[config.mk]
export PLATFORM = sky130hd
export DESIGN_NAME = pulse_width_median_ranger
export DESIGN_NICKNAME = d
export VERILOG_FILES = /design/src/hdl/pwmr_pkg.sv /design/src/hdl/pwmr_cell.sv /design/src/hdl/pulse_width_median_ranger.sv
export SDC_FILE = /design/constraint.sdc
export NUM_CORES = 2
export LEC_CHECK = 0
export BUFFER_PORTS_ARGS = -buffer_cell sky130_fd_sc_hd__buf_2
export CORE_ASPECT_RATIO = 1.2
export CORE_UTILIZATION = 30
export DETAILED_ROUTE_END_ITERATION = 10
export SLEW_MARGIN = 20
export SYNTH_ARGS = -nofsm -noshare
export SYNTH_HDL_FRONTEND = slang
export SYNTH_HIERARCHICAL = 1
export SYNTH_SLANG_ARGS = --single-unit
[constraint.sdc]
create_clock -name clk -period 10.88 [get_ports clk]
set_input_delay 1.632 -clock clk [delete_from_list [all_inputs] [get_ports clk]]
set_output_delay 1.632 -clock clk [all_outputs]
set_load 0.1 [all_outputs]
[src/hdl/pwmr_pkg.sv]
// Shared types and constants for the pulse-width median ranger.
package pwmr_pkg;

  // Pulse width in timer ticks: 16-bit stamp difference plus 4 overflow bits
  localparam int WIDTH_W = 20;
  localparam int STAMP_W = 16;
  localparam int OVF_W   = 4;
  localparam int CFG_W   = 6;

  // Sum of the two middle widths, and the divide-by-three reciprocal
  localparam int NUM_W      = WIDTH_W + 1;
  localparam int DIV3_W     = 22;
  localparam int PROD_W     = NUM_W + DIV3_W;
  localparam int DIV3_SHIFT = 23;
  localparam logic [DIV3_W-1:0] DIV3_MULT = 22'd2796203;  // ceil(2^23 / 3)

  // 30 mm calibration offset: threshold on the sum and amount in 1/16 mm
  localparam logic [NUM_W-1:0]   OFFSET_LIMIT = 21'd1440;
  localparam logic [WIDTH_W-1:0] OFFSET_D16   = 20'd480;

  typedef logic [WIDTH_W-1:0] width_t;

  // Per-cell control: insert or drain strobe, plus where the cell sits
  typedef struct packed {
    logic ins;    // insert the pending width this cycle
    logic drain;  // shift the whole row one place toward cell 0
    logic occ;    // cell holds a stored width
    logic tail;   // cell is the first free slot
  } cell_ctl_t;

  typedef enum logic [2:0] {
    ST_IDLE,
    ST_INS,
    ST_DRAIN,
    ST_SUM,
    ST_MUL,
    ST_OUT
  } state_t;

endpackage

[src/hdl/pwmr_cell.sv]
// One slot of the sorted width row: insertion shift and drain shift.
module pwmr_cell (
  input  logic               clk,
  input  pwmr_pkg::cell_ctl_t ctl,
  input  pwmr_pkg::width_t   new_w,
  input  pwmr_pkg::width_t   left_val,
  input  logic               left_gt,
  input  pwmr_pkg::width_t   right_val,
  output pwmr_pkg::width_t   val,
  output logic               gt
);

  pwmr_pkg::width_t val_r;
  pwmr_pkg::width_t val_nxt;
  logic             take;

  // This cell's stored width is above the one being inserted
  assign gt = ctl.occ && (val_r > new_w);

  // Take a value when the insert point is here or to the left of us
  assign take = (ctl.occ && gt) || ctl.tail;

  always_comb begin
    val_nxt = val_r;
    if (ctl.drain) begin
      val_nxt = right_val;
    end else if (ctl.ins && take) begin
      val_nxt = left_gt ? left_val : new_w;
    end
  end

  always_ff @(posedge clk) begin
    val_r <= val_nxt;
  end

  assign val = val_r;

endmodule

[src/hdl/pulse_width_median_ranger.sv]
// Top level: pulse width capture, sorted cell row and median distance output.
//
//  channel | ports                                          | handshake
//  --------+------------------------------------------------+-----------------
//  input   | in_rise_time, in_fall_time, in_overflows       | in_valid/in_ready
//  result  | out_distance                                   | out_valid/out_ready
//  config  | cfg_wr_data (sample_count)                     | cfg_wr_en
//
// An item that does not close a batch is accepted, then takes one
// insertion step across the cell row. An item that closes a batch of n
// widths is accepted and inserted; then the row drains toward cell 0 until
// the middle width sits there, then sum, multiply, offset.
// rst_n is synchronous: it empties the row and sets sample_count to 1.
// A result waits in the output register; a new one is held back only while
// that register is still full and out_ready is low.
module pulse_width_median_ranger #(
  parameter int MAX_SAMPLES = 32
) (
  input  logic                             clk,
  input  logic                             rst_n,
  input  logic                             in_valid,
  output logic                             in_ready,
  input  logic [pwmr_pkg::STAMP_W-1:0]     in_rise_time,
  input  logic [pwmr_pkg::STAMP_W-1:0]     in_fall_time,
  input  logic [pwmr_pkg::OVF_W-1:0]       in_overflows,
  output logic                             out_valid,
  input  logic                             out_ready,
  output logic [pwmr_pkg::WIDTH_W-1:0]     out_distance,
  input  logic                             cfg_wr_en,
  input  logic [pwmr_pkg::CFG_W-1:0]       cfg_wr_data
);

  localparam int FILL_W = (MAX_SAMPLES > 1) ? $clog2(MAX_SAMPLES + 1) : 1;
  localparam int CMP_W  = 8;

  pwmr_pkg::state_t state_r, state_nxt;
  logic [FILL_W-1:0]          filled_r, filled_nxt;
  logic [FILL_W-1:0]          cnt_r, cnt_nxt;
  logic                       odd_r, odd_nxt;
  logic [pwmr_pkg::CFG_W-1:0] cfg_r;
  logic                       out_valid_r, out_valid_nxt;

  pwmr_pkg::width_t                w_r;
  pwmr_pkg::width_t                w_calc;
  logic [pwmr_pkg::NUM_W-1:0]      num_r;
  logic [pwmr_pkg::PROD_W-1:0]     prod;
  pwmr_pkg::width_t                q_r;
  logic                            big_r;
  pwmr_pkg::width_t                out_distance_r;

  logic ins;
  logic drain;
  logic batch_done;
  logic load_out;
  logic [CMP_W-1:0] count_after;

  pwmr_pkg::width_t cell_val [MAX_SAMPLES+1];
  logic             cell_gt  [MAX_SAMPLES];

  // Pulse width: modular stamp difference, one overflow less on wrap
  logic [pwmr_pkg::STAMP_W-1:0] stamp_diff;
  logic [pwmr_pkg::OVF_W-1:0]   ovf_adj;
  always_comb begin
    stamp_diff = in_fall_time - in_rise_time;
    ovf_adj    = in_overflows;
    if ((in_fall_time < in_rise_time) && (in_overflows != '0)) begin
      ovf_adj = in_overflows - pwmr_pkg::OVF_W'(1);
    end
    w_calc = {ovf_adj, stamp_diff};
  end

  // Batch closes once the new count reaches min(max(count,1), MAX_SAMPLES)
  assign count_after = CMP_W'(filled_r) + CMP_W'(1);
  assign batch_done  = (count_after >= CMP_W'(MAX_SAMPLES)) ||
                       (count_after >= CMP_W'(cfg_r));

  // Sequencer
  always_comb begin
    state_nxt     = state_r;
    filled_nxt    = filled_r;
    cnt_nxt       = cnt_r;
    odd_nxt       = odd_r;
    out_valid_nxt = out_valid_r;
    in_ready      = 1'b0;
    ins           = 1'b0;
    drain         = 1'b0;
    load_out      = 1'b0;

    if (out_valid_r && out_ready) begin
      out_valid_nxt = 1'b0;
    end

    case (state_r)
      pwmr_pkg::ST_IDLE: begin
        in_ready = 1'b1;
        if (in_valid) begin
          state_nxt = pwmr_pkg::ST_INS;
        end
      end
      pwmr_pkg::ST_INS: begin
        ins = 1'b1;
        if (batch_done) begin
          filled_nxt = '0;
          cnt_nxt    = filled_r >> 1;
          odd_nxt    = ~filled_r[0];
          state_nxt  = pwmr_pkg::ST_DRAIN;
        end else begin
          filled_nxt = filled_r + FILL_W'(1);
          state_nxt  = pwmr_pkg::ST_IDLE;
        end
      end
      pwmr_pkg::ST_DRAIN: begin
        if (cnt_r == '0) begin
          state_nxt = pwmr_pkg::ST_SUM;
        end else begin
          drain   = 1'b1;
          cnt_nxt = cnt_r - FILL_W'(1);
        end
      end
      pwmr_pkg::ST_SUM: begin
        state_nxt = pwmr_pkg::ST_MUL;
      end
      pwmr_pkg::ST_MUL: begin
        state_nxt = pwmr_pkg::ST_OUT;
      end
      pwmr_pkg::ST_OUT: begin
        if (!out_valid_r || out_ready) begin
          load_out      = 1'b1;
          out_valid_nxt = 1'b1;
          state_nxt     = pwmr_pkg::ST_IDLE;
        end
      end
      default: begin
        state_nxt = pwmr_pkg::ST_IDLE;
      end
    endcase
  end

  // Control registers
  always_ff @(posedge clk) begin
    if (!rst_n) begin
      state_r     <= pwmr_pkg::ST_IDLE;
      filled_r    <= '0;
      cnt_r       <= '0;
      odd_r       <= 1'b0;
      cfg_r       <= pwmr_pkg::CFG_W'(1);
      out_valid_r <= 1'b0;
    end else begin
      state_r     <= state_nxt;
      filled_r    <= filled_nxt;
      cnt_r       <= cnt_nxt;
      odd_r       <= odd_nxt;
      out_valid_r <= out_valid_nxt;
      if (cfg_wr_en) begin
        cfg_r <= cfg_wr_data;
      end
    end
  end

  // Median arithmetic: sum, divide by three via reciprocal, offset
  assign prod = pwmr_pkg::PROD_W'(num_r) * pwmr_pkg::PROD_W'(pwmr_pkg::DIV3_MULT);

  always_ff @(posedge clk) begin
    if (in_valid && in_ready) begin
      w_r <= w_calc;
    end
    if (state_r == pwmr_pkg::ST_SUM) begin
      num_r <= odd_r ? {cell_val[0], 1'b0}
                     : pwmr_pkg::NUM_W'(cell_val[0]) + pwmr_pkg::NUM_W'(cell_val[1]);
    end
    if (state_r == pwmr_pkg::ST_MUL) begin
      q_r   <= pwmr_pkg::WIDTH_W'(prod >> pwmr_pkg::DIV3_SHIFT);
      big_r <= num_r > pwmr_pkg::OFFSET_LIMIT;
    end
    if (load_out) begin
      out_distance_r <= big_r ? (q_r - pwmr_pkg::OFFSET_D16) : q_r;
    end
  end

  // Row of sorted cells; the slot past the end feeds zeros into the drain
  assign cell_val[MAX_SAMPLES] = '0;

  for (genvar i = 0; i < MAX_SAMPLES; i++) begin : g_cell
    pwmr_pkg::cell_ctl_t ctl;
    pwmr_pkg::width_t    left_val;
    logic                left_gt;

    assign ctl.ins   = ins;
    assign ctl.drain = drain;
    assign ctl.occ   = FILL_W'(i) < filled_r;
    assign ctl.tail  = FILL_W'(i) == filled_r;

    if (i == 0) begin : g_head
      assign left_val = w_r;
      assign left_gt  = 1'b0;
    end else begin : g_body
      assign left_val = cell_val[i-1];
      assign left_gt  = cell_gt[i-1];
    end

    pwmr_cell u_cell (
      .clk       (clk),
      .ctl       (ctl),
      .new_w     (w_r),
      .left_val  (left_val),
      .left_gt   (left_gt),
      .right_val (cell_val[i+1]),
      .val       (cell_val[i]),
      .gt        (cell_gt[i])
    );
  end

  assign out_valid    = out_valid_r;
  assign out_distance = out_distance_r;

endmodule

==> flow_summary.json <==
{
  "outcome": "finished, final reports clean",
  "wirelength_um": 173300,
  "cts.sinks": 745,
  "io_pins": 69,
  "dpl_cell_area_um2": 68040,
  "drc_errors": 0,
  "r2r_start": "num_r[6]$_DFFE_PN_",
  "worstPathArrival_ns": 7.26,
  "grt-ovfl-total": 0,
  "crit_fanout": 5,
  "hold_path_end": "out_distance[1]$_DFFE_PP_",
  "max_stage_delay_ns": 0.62,
  "stdcell_area_um2": 71230,
  "r2r-end": "q_r[10]$_DFFE_PP_",
  "num_vias": 48590,
  "place_hpwl_um": 131800,
  "hold_path_depth": 0,
  "std_cell_rows": 184,
  "power_leakage_uw": 0.02790,
  "fin_setup_tns_ns": 0,
  "area_growth_pct": 12.81,
  "grt_max_degree": 300,
  "cap_violations": 0,
  "clkTransAtPathRegs_ns": 0.05,
  "drtIter0Drc": 3152,
  "p_switching_uw": 2875,
  "max-vdd-ir-drop_mv": 0.1266,
  "cp_data_required_time_ns": 11.32,
  "cts_tree": "done",
  "viasPerCell": 5.094,
  "post_cts_buffers": 0,
  "worst_slack_ns": 4.058,
  "critPathKind": "reg -> reg",
  "cts-resized-gates": 0,
  "min_from": "q_r[1]$_DFFE_PP_",
  "clockBufferDepth": 3,
  "setup_viol": 0,
  "design.core.area_um2": 209300,
  "hold_buffers": 0,
  "synth_cells": 6548,
  "first_pass_iters": 6,
  "fin_crit_ns": 6.822,
  "p_seq_share_pct": 36.8,
  "finalNonFillerCells": 9539,
  "initial_core_util_pct": 30.17,
  "die-area_um2": 212300,
  "worst_pin_slew_ns": 1.138,
  "slowest_stage": "fa_1",
  "max_freq_mhz": 146.6,
  "final.setup_skew_ns": 0.03630,
  "syn_area_um2": 63140,
  "crit_family": "adder cells",
  "nFillCells": 21080,
  "timing.critical_path.mode_cell": "inv_1",
  "reg2reg_depth": 23,
  "drive_gt1_share_pct": 8.549,
  "diodes": 0,
  "grt.total_usage_pct": 16.11,
  "clock-root-buffer": "clkbuf_16",
  "die_h_um": 504.6,
  "timing.final.crit_share_pct": 62.71,
  "htreeDepth": 3,
  "rsz0062_at_grt": "false",
  "cts_buffers": 95,
  "clkPwrFrac_pct": 35.9,
  "slew_viol_final": 0,
  "critPathLaunchType": "flip-flop",
  "nets": 7709,
  "grt_pass1_vias": 50270,
  "synth_warnings": 6,
  "hold_viol": 0,
  "pre_cts_ws_ns": 4.060,
  "portBuffers": 68,
  "path_buf_inv": 6,
  "critical_path.cell_chain": "ha_1 > inv_1 > fa_1 > xnor2_1 > ha_1 > a21o_1 > inv_1 > fa_1 > inv_1 > fa_1 > inv_1 > fa_1 > inv_1 > fa_1 > ha_1 > and2_1 > a221oi_2 > inv_1 > a221o_1 > a2111o_1 > a31oi_1 > o21bai_1 > xor2_1",
  "antenna_found_initial": 0,
  "relSlewSlack_pct": 23.55,
  "swShare_pct": 32.01,
  "clk-insertion-delay-late_ns": 0.72,
  "dp.cells": 9358,
  "avgSynthCellArea_um2": 9.643,
  "power_per_cell_area_nw_per_um2": 126.1,
  "p_total_uw": 8980,
  "hp-class": "reg -> reg",
  "gp_congestion": 0.8526,
  "wl_per_cell_um": 18.17,
  "worst_setup_path_end_kind": "flip-flop",
  "reg2reg_slack_ns": 4.06,
  "grt_pass1_wl_um": 275300,
  "antenna_left": 0,
  "p_comb_share_pct": 27.3,
  "p_int_uw": 6105,
  "die-width_um": 420.8
}
==> power by group through the flow <==
stage / logic [µW] / registers [µW] / clock network, µW
6_report: 2450 / 3310 / 3220
5_1_grt: 2780 / 3310 / 3390
4_1_cts: 2450 / 3310 / 3290
3_5_place_dp: 2430 / 3370 / 0
3_3_place_gp: 2320 / 3370 / 0
2_1_floorplan: 1680 / 3470 / 0
==> cell type report <==
class / instances / area (µm²) / area share, %
multi-input combinational: 4658 / 37410 / 52.52
sequential: 745 / 22140 / 31.08
inverter: 953 / 3577 / 5.022
tap: 2790 / 3491 / 4.901
clock buffer: 120 / 2524 / 3.543
timing repair buffer: 214 / 1481 / 2.080
clock inverter: 59 / 605.6 / 0.8502
==> layer usage <==
metal	wire length (µm)	share of wire, %	global-route usage [%]	vias to the layer above
li1	-	-	-	23490
met1	74780	43	20.15	23740
met2	86040	50	28.36	1037
met3	6540	3.8	1.695	325
met4	5932	3.4	5.753	0
met5	0	0	0	-
==> per-stage QoR <==
step                      hold WS (ns)  util (%)
final                           0.4244     34.04
after global routing            0.4408     34.04
after CTS                       0.4267     34.01
after detailed placement        0.4128     32.51
after global placement          0.4044     32.51
after floorplan                 0.4003         -
==> worst max-delay path by stage <==
stage	start	to	cells after the start	slack [ns]
4_1_cts	num_r[6]$_DFFE_PN_	q_r[10]$_DFFE_PP_	23	4.02
5_1_grt	num_r[6]$_DFFE_PN_	q_r[10]$_DFFE_PP_	23	3.71
3_3_place_gp	num_r[11]$_DFFE_PN_	q_r[10]$_DFFE_PP_	20	4.12
2_1_floorplan	state_r[0]$_SDFFE_PN0P_	g_cell[20].u_cell/val[0]$_DFFE_PP_	7	0.57
3_5_place_dp	num_r[6]$_DFFE_PN_	q_r[10]$_DFFE_PP_	23	4.06
6_report	num_r[6]$_DFFE_PN_	q_r[10]$_DFFE_PP_	23	4.06
==> state kept, by name, summed over array words and instances (netlist names) <==
signal / count
big_r: 1
out_valid: 1
g_cell.u_cell/val: 640
odd_r: 1
cfg_r: 6
cnt_r: 6
q_r: 20
out_distance: 20
num_r: 21
state_r: 3
g_cell.left_val: 20
filled_r: 6
==> cell usage in the layout (no fill, tap or decap), types with 82 or more instances in the layout <==
master     instances
ha_1             873
nand2_1          866
inv_1            952
a21oi_1          345
buf_4            143
nor2_1           152
a21o_1            82
o21ai_0          777
edfxtp_1         722
fa_1             122
clkbuf_16         97
mux2i_1          648
Note: power is estimated with default switching activity, not from simulation.
